File: config.mk
export PLATFORM = sky130hd
export DESIGN_NAME = utf8_stream_decoder_top_flat
export DESIGN_NICKNAME = d
export VERILOG_FILES = /design/src/rtl/utf8d_pkg.sv /design/src/rtl/utf8d_if.sv /design/src/rtl/utf8d_step.sv /design/src/rtl/utf8_stream_decoder_top.sv /design/src/flat_wrapper.sv
export SDC_FILE = /design/constraint.sdc
export NUM_CORES = 1
export LEC_CHECK = 0
export BUFFER_PORTS_ARGS = -buffer_cell sky130_fd_sc_hd__buf_2
export CAP_MARGIN = 20
export CORE_AREA = 3 3 92 77
export CTS_CLUSTER_SIZE = 24
export DETAILED_ROUTE_END_ITERATION = 7
export DIE_AREA = 0 0 95 80
export PLACE_DENSITY = 0.66
export SKIP_CTS_REPAIR_TIMING = 1
export SKIP_LAST_GASP = 1
export SLEW_MARGIN = 20
export SYNTH_ARGS = -nofsm -noshare
export SYNTH_HDL_FRONTEND = slang
export SYNTH_SLANG_ARGS = --single-unit
File: constraint.sdc
create_clock -name clock -period 4.6 [get_ports clock]
set_clock_uncertainty 0.2 [all_clocks]
set_input_delay 0.92 -clock clock [delete_from_list [all_inputs] [get_ports clock]]
set_output_delay 0.92 -clock clock [all_outputs]
set_load 0.05 [all_outputs]
File: src/rtl/utf8d_pkg.sv
// utf8d_pkg: shared types and constants for the utf8 stream decoder
// depends on nothing; used by the interfaces, the decode step and the top level

package utf8d_pkg;

   localparam int unsigned ByteWidth  = 8;
   localparam int unsigned CodeWidth  = 31;
   localparam int unsigned CountWidth = 3;

   // lead byte classes: mask and tag pairs
   localparam logic [7:0] AsciiMax   = 8'h7f;
   localparam logic [7:0] Lead2Mask  = 8'he0;
   localparam logic [7:0] Lead2Tag   = 8'hc0;
   localparam logic [7:0] Lead3Mask  = 8'hf0;
   localparam logic [7:0] Lead3Tag   = 8'he0;
   localparam logic [7:0] Lead4Mask  = 8'hf8;
   localparam logic [7:0] Lead4Tag   = 8'hf0;
   localparam logic [7:0] Lead5Mask  = 8'hfc;
   localparam logic [7:0] Lead5Tag   = 8'hf8;
   localparam logic [7:0] Lead6Mask  = 8'hfe;
   localparam logic [7:0] Lead6Tag   = 8'hfc;

   // payload bits kept from each byte kind
   localparam logic [7:0] ContBits   = 8'h3f;
   localparam logic [7:0] Lead2Bits  = 8'h1f;
   localparam logic [7:0] Lead3Bits  = 8'h0f;
   localparam logic [7:0] Lead4Bits  = 8'h07;
   localparam logic [7:0] Lead5Bits  = 8'h03;
   localparam logic [7:0] Lead6Bits  = 8'h01;

   // continuation counts announced by each lead class
   localparam logic [CountWidth-1:0] Cont1 = 3'd1;
   localparam logic [CountWidth-1:0] Cont2 = 3'd2;
   localparam logic [CountWidth-1:0] Cont3 = 3'd3;
   localparam logic [CountWidth-1:0] Cont4 = 3'd4;
   localparam logic [CountWidth-1:0] Cont5 = 3'd5;

   typedef struct packed {
      logic [CountWidth-1:0] bytes_remaining;
      logic [CodeWidth-1:0]  partial_code;
      logic                  stop_flag;
   } dec_state_type;

   typedef struct packed {
      logic                 code_valid;
      logic [CodeWidth-1:0] code_point;
      logic                 string_done;
      logic                 halted;
   } dec_result_type;

endpackage

File: src/rtl/utf8d_if.sv
// utf8d_if: valid/ready channel interfaces for the byte input and the result output
// depends on utf8d_pkg for field widths

interface utf8d_req_if;
   logic                              valid;
   logic                              ready;
   logic [utf8d_pkg::ByteWidth-1:0]   data_byte;
   logic                              end_of_string;

   modport source (output valid, output data_byte, output end_of_string, input ready);
   modport sink   (input valid, input data_byte, input end_of_string, output ready);
endinterface

interface utf8d_rsp_if;
   logic                              valid;
   logic                              ready;
   logic                              code_valid;
   logic [utf8d_pkg::CodeWidth-1:0]   code_point;
   logic                              string_done;
   logic                              halted;

   modport source (output valid, output code_valid, output code_point,
                   output string_done, output halted, input ready);
   modport sink   (input valid, input code_valid, input code_point,
                   input string_done, input halted, output ready);
endinterface

File: src/rtl/utf8d_step.sv
// utf8d_step: one decode step, combinational, from current state and one byte
// depends on utf8d_pkg for the state and result types and lead byte constants

module utf8d_step (
   input  utf8d_pkg::dec_state_type          state_cur,
   input  logic [utf8d_pkg::ByteWidth-1:0]   data_byte,
   input  logic                              end_of_string,
   output utf8d_pkg::dec_state_type          state_nxt,
   output utf8d_pkg::dec_result_type         result
);

   logic [utf8d_pkg::CountWidth-1:0] lead_count;
   logic [7:0]                       lead_payload;
   logic                             lead_bad;
   logic [utf8d_pkg::CountWidth-1:0] count_dec;
   logic [utf8d_pkg::CodeWidth-1:0]  shifted_code;
   utf8d_pkg::dec_state_type         upd;
   logic                             out_valid;
   logic [utf8d_pkg::CodeWidth-1:0]  out_code;

   // classify a lead byte
   always_comb begin
      lead_count   = '0;
      lead_payload = '0;
      lead_bad     = 1'b0;
      if (data_byte <= utf8d_pkg::AsciiMax) begin
         lead_payload = data_byte;
      end else if ((data_byte & utf8d_pkg::Lead2Mask) == utf8d_pkg::Lead2Tag) begin
         lead_count   = utf8d_pkg::Cont1;
         lead_payload = data_byte & utf8d_pkg::Lead2Bits;
      end else if ((data_byte & utf8d_pkg::Lead3Mask) == utf8d_pkg::Lead3Tag) begin
         lead_count   = utf8d_pkg::Cont2;
         lead_payload = data_byte & utf8d_pkg::Lead3Bits;
      end else if ((data_byte & utf8d_pkg::Lead4Mask) == utf8d_pkg::Lead4Tag) begin
         lead_count   = utf8d_pkg::Cont3;
         lead_payload = data_byte & utf8d_pkg::Lead4Bits;
      end else if ((data_byte & utf8d_pkg::Lead5Mask) == utf8d_pkg::Lead5Tag) begin
         lead_count   = utf8d_pkg::Cont4;
         lead_payload = data_byte & utf8d_pkg::Lead5Bits;
      end else if ((data_byte & utf8d_pkg::Lead6Mask) == utf8d_pkg::Lead6Tag) begin
         lead_count   = utf8d_pkg::Cont5;
         lead_payload = data_byte & utf8d_pkg::Lead6Bits;
      end else begin
         lead_bad = 1'b1;
      end
   end

   // continuation byte: shift six payload bits in
   assign count_dec    = state_cur.bytes_remaining - 3'd1;
   assign shifted_code = {state_cur.partial_code[utf8d_pkg::CodeWidth-7:0],
                          data_byte[5:0] & utf8d_pkg::ContBits[5:0]};

   // state update and code point output
   always_comb begin
      upd       = state_cur;
      out_valid = 1'b0;
      out_code  = '0;
      if (!state_cur.stop_flag) begin
         if (state_cur.bytes_remaining == '0) begin
            if (lead_bad) begin
               upd.stop_flag = 1'b1;
            end else if (lead_count == '0) begin
               out_valid = 1'b1;
               out_code  = {{(utf8d_pkg::CodeWidth-8){1'b0}}, lead_payload};
            end else begin
               upd.bytes_remaining = lead_count;
               upd.partial_code    = {{(utf8d_pkg::CodeWidth-8){1'b0}}, lead_payload};
            end
         end else begin
            upd.bytes_remaining = count_dec;
            if (count_dec == '0) begin
               out_valid        = 1'b1;
               out_code         = shifted_code;
               upd.partial_code = '0;
            end else begin
               upd.partial_code = shifted_code;
            end
         end
         // truncated sequence at the end of the string
         if (end_of_string && upd.bytes_remaining != '0) begin
            upd.stop_flag = 1'b1;
         end
      end
   end

   // result, and fresh state after the final byte
   always_comb begin
      result.code_valid  = out_valid;
      result.code_point  = out_code;
      result.string_done = end_of_string;
      result.halted      = upd.stop_flag;
      state_nxt          = end_of_string ? '0 : upd;
   end

endmodule

File: src/rtl/utf8_stream_decoder_top.sv
// utf8_stream_decoder_top: input register, decode step and result register
// depends on utf8d_pkg, utf8d_if (utf8d_req_if, utf8d_rsp_if) and utf8d_step

// Decodes original-form UTF-8 (one to six byte sequences) one byte per item and
// gives exactly one result per byte. Throughput is one byte per clock while the
// result channel is ready. A byte lands in the input register at the edge that
// accepts it and is decoded into the result register once that register is empty
// or being taken; its result is then offered from the result register. The
// decode state (count of bytes still expected, partial code point, halt flag)
// updates as an item moves from the input register to the result register, so
// consecutive bytes chain without a bubble. Continuation bytes are not checked.
// An invalid lead byte or a string that ends inside a sequence sets halted for the
// rest of that string; the byte marked end_of_string returns all state to zero.

module utf8_stream_decoder_top (
   input  logic               clock,
   input  logic               reset,
   utf8d_req_if.sink          req,
   utf8d_rsp_if.source        rsp
);

   logic                              in_vld_ff;
   logic                              in_vld_in;
   logic [utf8d_pkg::ByteWidth-1:0]   in_byte_ff;
   logic                              in_eos_ff;
   logic                              out_vld_ff;
   logic                              out_vld_in;
   utf8d_pkg::dec_result_type         out_res_ff;
   utf8d_pkg::dec_state_type          state_ff;
   utf8d_pkg::dec_state_type          state_in;
   utf8d_pkg::dec_state_type          step_state;
   utf8d_pkg::dec_result_type         step_result;
   logic                              out_free;
   logic                              advance;
   logic                              take;

   // handshake: result register frees when empty or taken
   assign out_free  = !out_vld_ff || rsp.ready;
   assign advance   = in_vld_ff && out_free;
   assign req.ready = !in_vld_ff || out_free;
   assign take      = req.valid && req.ready;

   assign in_vld_in  = take || (in_vld_ff && !advance);
   assign out_vld_in = advance || (out_vld_ff && !rsp.ready);
   assign state_in   = advance ? step_state : state_ff;

   // decode step
   utf8d_step u_step (
      .state_cur     (state_ff),
      .data_byte     (in_byte_ff),
      .end_of_string (in_eos_ff),
      .state_nxt     (step_state),
      .result        (step_result)
   );

   // control and decode state
   always_ff @(posedge clock) begin
      if (reset) begin
         in_vld_ff  <= 1'b0;
         out_vld_ff <= 1'b0;
         state_ff   <= '0;
      end else begin
         in_vld_ff  <= in_vld_in;
         out_vld_ff <= out_vld_in;
         state_ff   <= state_in;
      end
   end

   // input item register
   always_ff @(posedge clock) begin
      if (take) begin
         in_byte_ff <= req.data_byte;
         in_eos_ff  <= req.end_of_string;
      end
   end

   // result item register
   always_ff @(posedge clock) begin
      if (advance) begin
         out_res_ff <= step_result;
      end
   end

   // result channel
   assign rsp.valid       = out_vld_ff;
   assign rsp.code_valid  = out_res_ff.code_valid;
   assign rsp.code_point  = out_res_ff.code_point;
   assign rsp.string_done = out_res_ff.string_done;
   assign rsp.halted      = out_res_ff.halted;

endmodule

File: src/flat_wrapper.sv
// flat-port wrapper written by rule: the top's interface ports become plain ports
module utf8_stream_decoder_top_flat 
  (clock, reset, req_valid, req_data_byte, req_end_of_string, req_ready, rsp_valid, rsp_code_valid, rsp_code_point, rsp_string_done, rsp_halted, rsp_ready);
  utf8d_req_if req_i ();
  utf8d_rsp_if rsp_i ();
  input  logic clock;
  input  logic reset;
  input wire logic [$bits(req_i.valid)-1:0] req_valid;
  input wire logic [$bits(req_i.data_byte)-1:0] req_data_byte;
  input wire logic [$bits(req_i.end_of_string)-1:0] req_end_of_string;
  output wire logic [$bits(req_i.ready)-1:0] req_ready;
  output wire logic [$bits(rsp_i.valid)-1:0] rsp_valid;
  output wire logic [$bits(rsp_i.code_valid)-1:0] rsp_code_valid;
  output wire logic [$bits(rsp_i.code_point)-1:0] rsp_code_point;
  output wire logic [$bits(rsp_i.string_done)-1:0] rsp_string_done;
  output wire logic [$bits(rsp_i.halted)-1:0] rsp_halted;
  input wire logic [$bits(rsp_i.ready)-1:0] rsp_ready;
  assign req_i.valid = req_valid;
  assign req_i.data_byte = req_data_byte;
  assign req_i.end_of_string = req_end_of_string;
  assign req_ready = req_i.ready;
  assign rsp_valid = rsp_i.valid;
  assign rsp_code_valid = rsp_i.code_valid;
  assign rsp_code_point = rsp_i.code_point;
  assign rsp_string_done = rsp_i.string_done;
  assign rsp_halted = rsp_i.halted;
  assign rsp_i.ready = rsp_ready;
  utf8_stream_decoder_top u_core (.clock(clock), .reset(reset), .req(req_i), .rsp(rsp_i));
endmodule
# After elaboration in Yosys (flattened, before gate mapping)
# Index checks and enable logic that the tools add are counted.
# Widths: inputs -> output; s select.
[totals] register_bits=74 output_inout_bits=36 wordCells=76
[op_classes] addsub=1 n_lt_le_gt_ge=1 n_eq_ne=8 mux=36 n_reduce_logical=19
[ops] operator="$mux 34" n=4
[ops] operator="$mux 31" n=4
[ops] operator="$mux 35" n=2
[ops] operator="$mux 8" n=3
[ops] operator="$mux 3" n=7
[ops] operator="$mux 1" n=14
[ops] operator="$logic_not 3->1" n=3
[ops] operator="$le 8x7->1 const B" n=1
[ops] operator="$eq 7x7->1 const B" n=1
[ops] operator="$eq 6x6->1 const B" n=1
[ops] operator="$ne 3x2->1 const B" n=2
[ops] operator="$eq 5x5->1 const B" n=1
[ops] operator="$logic_and 1x1->1" n=5
[ops] operator="$eq 4x4->1 const B" n=1
[ops] operator="$logic_not 1->1" n=4
[ops] operator="$logic_or 1x1->1" n=4
[ops] operator="$mux 4" n=1
[ops] operator="$reduce_and 4->1" n=1
[ops] operator="$eq 3x3->1 const B" n=1
[ops] operator="$reduce_bool 3->1" n=1
[ops] operator="$sub 3x1->3 const B" n=1
[ops] operator="$mux 2" n=1
[ops] operator="$ne 2x1->1 const B" n=1
[ops] operator="$reduce_and 2->1" n=1

# Depth between registers and ports, before layout
[logic_depth] depth_word=17 depth_mapped=10 mapped_depth_nobuf=8

# Cells and area by module
# A second synthesis with hierarchy kept.
[hier_totals] hier_cells=388 hier_area_um2=4121.5
[by_module_without_submodules] mod="utf8_stream_decoder_top" instances=1 cells_each=205 area_each_um2=2955.3
[by_module_without_submodules] mod="utf8d_step" instances=1 cells_each=183 area_each_um2=1166.1

# Least setup slack after synthesis
# OpenSTA, ideal clock, no wires.
[synth_timing] kind="input -> register" startpoint="input rsp_ready" endpoint="register u_core.state_ff[4] in the netlist's numbering" arrival_time_ns=3.542 required_ns=4.339 setup_slack_ns=0.798 cell_stages=5 path_buffers=0 path_cell_list="nor2b_1 -> nor2b_1 -> nor3b_2 -> nor4bb_4 -> a32o_1"
[synth_between] elab_chain_cells=3
[synth_lines] element="from (decl)" line_no="flat_wrapper.sv:17" source="input wire logic [$bits(rsp_i.ready)-1:0] rsp_ready;"
[synth_lines] element="$logic_or 1x1->1" line_no="utf8_stream_decoder_top.sv:38" source="assign out_free = !out_vld_ff || rsp.ready;"
[synth_lines] element="$logic_and 1x1->1" line_no="utf8_stream_decoder_top.sv:39" source="assign advance = in_vld_ff && out_free;"
[synth_lines] element="named net u_core.advance" line_no="utf8_stream_decoder_top.sv:34" source="logic advance;"
[synth_lines] element="$reduce_and 4->1 (no source line)"
[synth_lines] element="to (signal assigned)" line_no="utf8_stream_decoder_top.sv:65" source="state_ff <= state_in;"
[synth_lines] element="to (decl)" line_no="utf8_stream_decoder_top.sv:29" source="utf8d_pkg::dec_state_type state_ff;"
# The timed path passes the listed nets, and every way through them passes these cells.
# A chain may end at the register's enable or synchronous reset.

# Worst setup path in the final report
[layout_timing] startpoint="input rsp_ready" endpoint="output req_ready"
[layout_between] elab_chain_cells=2
[layout_lines] element="$logic_or 1x1->1" line_no="utf8_stream_decoder_top.sv:38"
[layout_lines] element="$logic_or 1x1->1" line_no="utf8_stream_decoder_top.sv:40" source="assign req.ready = !in_vld_ff || out_free;"
[layout_lines] element="to (decl)" line_no="flat_wrapper.sv:11" source="output wire logic [$bits(req_i.ready)-1:0] req_ready;"
# Every way passes these cells.

==> impl_metrics.ini <==
[status]
outcome = completed

[global_routing]
grt_antenna_before_repair = 0
grt.total_usage_pct = 16.6
vias_in_the_first_global_route = 2003
grt_remaining_overflow = 0
grt_pass1_wl_um = 9560
grt_start_max_net_pins = 44

[worst_setup_path]
critical_path.most_common_cell = sky130_fd_sc_hd__buf_2
critPathMaxStageDelay_ns = 0.33
crit_type = in -> out
worstReg2RegEnd = u_core.state_ff[5]
timing.critical_path.from_type = primary input
timing.critical_path.buf_inv = 2
worst_r2r_startpoint = u_core.state_ff[32]
crit_slowest_cell = sky130_fd_sc_hd__nor2b_1
critical_path.top_delay_family = simple AND/OR/NAND/NOR gates
reg2reg_slack_ns = 2.15
crit_chain = buf_2, nor2b_1, nand2_1, buf_2
critical_path_required_ns = 3.48
worstPathArrival_ns = 1.70
rr_worst_depth = 8
timing.critical_path.fanout_max = 5
cp-end-kind = output pin

[logic_synthesis]
postSynth.asyncResetShare_pct = 0
yosys-top-cells-area = sky130_fd_sc_hd__edfxtp_1 (42%), sky130_fd_sc_hd__dfxtp_1 (20%), sky130_fd_sc_hd__and2_1 (6.3%)
post_synthesis_cell_count = 271
yosys-top-cells-count = sky130_fd_sc_hd__edfxtp_1 (43), sky130_fd_sc_hd__and2_1 (31), sky130_fd_sc_hd__dfxtp_1 (31), sky130_fd_sc_hd__nand2b_1 (23), sky130_fd_sc_hd__nand3_1 (22)
synth.cell_area_um2 = 3090
synth-seq-cells = 74
seq_area_frac_synth_pct = 61.9
synthFlopType = sky130_fd_sc_hd__edfxtp_1
syn_nets = 287
synth_top_area_share_pct = 41.8
synth-edff-count = 43
most_common_cell_in_the_synthesized_netlist = sky130_fd_sc_hd__edfxtp_1
post-synth-top-area-cell = sky130_fd_sc_hd__edfxtp_1
syn-mean-instance-area_um2 = 11.4
synth_cell_types = 41
yosys_warnings = 0

[clock_network]
clock_tree.buffer_depth = 2
cts.reportedPaths.clkPinSlew_ns = 0.08
cts_root_buffer = sky130_fd_sc_hd__clkbuf_8
cts-htree-levels = 3
tritoncts = done
cts_made_buffers = 9
clkSinkCount = 74
clkLatencyLatePin_ns = 0.35

[placed_design]
placement.cell_area_um2 = 3380
placed_wire_length_estimate_after_detailed_placement_um = 3700
gp_routability_congestion = 0.861
place_inst = 389
port_buffers = 48

[final_layout]
final_core_util_pct = 57.3
insertedDiodeCount = 0
finished_layout_cells = 405
syn_to_final_growth_pct = 16.4
n_fill_cell = 535
num-nets-final = 332
drive_gt1_share_pct = 23.1
multi_input_logic_area_um2 = 1080
footprint_of_the_flip_flops_and_latches_um2 = 1910
post-route-cell-area_um2 = 3590

[timing]
fin_setup_tns_ns = 0
final-hold-violation-count = 0
grt_setup_unrepaired = false
final.min_clock_period_ns = 2.82
fin_crit_sh_pct = 61.3
report.final.slew_viol_count = 0
finalSetupViolations = 0
relative_slew_slack_pct = 56.7
clock.fmax_mhz = 354
worst-slew-pin-transition_ns = 0.650

[power]
share_clk_of_total_power_pct = 37.7
seq_power_share_pct = 53.1
power_switching_share_pct = 25.8
power.switching_w = 0.000357
share_comb_of_total_power_pct = 9.2
p_leak_nw = 1.34
p_int_w = 0.00103
power.density_cell_area_nw_per_um2 = 385
ir_drop_v = 0.000223

[drt]
drt_pre_antenna_iters = 4
drc = 0
wire_per_inst_um = 13.8
num_vias = 2105
vias_per_cell = 5.20
totalWireLength_um = 5610
drt_first_iter_violations = 149
antenna_violating_nets_post_route = 0

[hold_path]
min_to = u_core.state_ff[33]
min_from = u_core.state_ff[33]
timing.hold.worst.class = reg -> reg
min_path_cells = 2

[floorplan]
initial_utilization_pct = 49.2
dieArea_um2 = 7600
die_width_um = 95
floorplan.io_pins = 49
die_y_um = 80
core.rowCount = 26
core_region_area_um2 = 6280

[job]
max_cap_violations = 0
[power groups by stage]
stage	Clock, W	Sequential, W	Combinational, W
detailed placement	0	0.000750	0.000129
floorplan	0	0.000792	0.0000573
finish	0.000521	0.000735	0.000128
global placement	0	0.000751	0.000128
global route	0.000567	0.000738	0.000138
CTS	0.000537	0.000735	0.000129
[stage by stage]
| step | hold WS [ns] | worst slack (ns) | power [W] |
|---|---|---|---|
| final | 0.255 | 1.78 | 0.00138 |
| after global routing | 0.288 | 1.69 | 0.00144 |
| after CTS | 0.260 | 1.76 | 0.00140 |
| after detailed placement | 0.249 | 1.76 | 0.000879 |
| after global placement | 0.243 | 1.82 | 0.000878 |
| after floorplan | 0.232 | 0.798 | 0.000849 |
[cells in the final DEF, fill, tap and decap left out, types with 5 or more instances in the layout]
master	instances
sky130_fd_sc_hd__edfxtp_1	43
sky130_fd_sc_hd__o21ai_0	14
sky130_fd_sc_hd__dfxtp_1	31
sky130_fd_sc_hd__nor2_1	11
sky130_fd_sc_hd__a21oi_1	9
sky130_fd_sc_hd__nor3_1	5
sky130_fd_sc_hd__and2_1	31
sky130_fd_sc_hd__clkbuf_8	10
sky130_fd_sc_hd__nand2_1	10
sky130_fd_sc_hd__o21ai_1	10
sky130_fd_sc_hd__nand2b_1	23
sky130_fd_sc_hd__inv_1	6
sky130_fd_sc_hd__nand3_1	22
sky130_fd_sc_hd__buf_2	48
[worst min-delay path, cell delays in order, from the launching register on]
cell and delay [ns]:
sky130_fd_sc_hd__dfxtp_1 0.31, sky130_fd_sc_hd__nand2_1 0.05, sky130_fd_sc_hd__a21oi_1 0.05
[sequential cells by signal, summed over array words and instances, names as in the netlist]
name,count
u_core.in_byte_ff,8
u_core.in_eos_ff,1
u_core.in_vld_ff,1
u_core.rsp.code_point,31
u_core.rsp.code_valid,1
u_core.rsp.halted,1
u_core.rsp.string_done,1
u_core.rsp.valid,1
u_core.state_ff,29
[cell families after synthesis]
logic type / Yosys count / synth area share, %
and+or+nand+nor: 120 / 22.6
DFF: 74 / 61.9
AOI/OAI and AO/OA: 50 / 10.5
buffers and inverters: 23 / 3.40
adders and majority gates: 3 / 1.22
muxes: 1 / 0.324
[layer usage]
metal	GRT usage [%]	part of all wire, %	vias up
met2	24.1	43	61
met3	6.03	7.0	10
met5	0	0	-
met4	6.20	1.4	0
met1	22.6	48	976
li1	-	-	1058
[final cells by class]
type | count | share of cell area [%]
clock buffers | 10 | 3.83
clock inverters | 6 | 2.09
inverters | 6 | 0.627
multi-input cells | 174 | 30.0
flip-flops and latches | 74 | 53.2
well taps | 84 | 2.92
repair buffers | 51 | 7.31
[worst max-delay path by stage]
stage,start,end,slack (ns),cells after the start
3_3_place_gp,rsp_ready,req_ready,1.82,4
6_report,rsp_ready,req_ready,1.78,4
5_1_grt,rsp_ready,req_ready,1.69,4
3_5_place_dp,rsp_ready,req_ready,1.76,4
4_1_cts,rsp_ready,req_ready,1.76,4
2_1_floorplan,rsp_ready,u_core.state_ff[4],0.80,5
No activity file was read; power rests on OpenSTA's default activity.
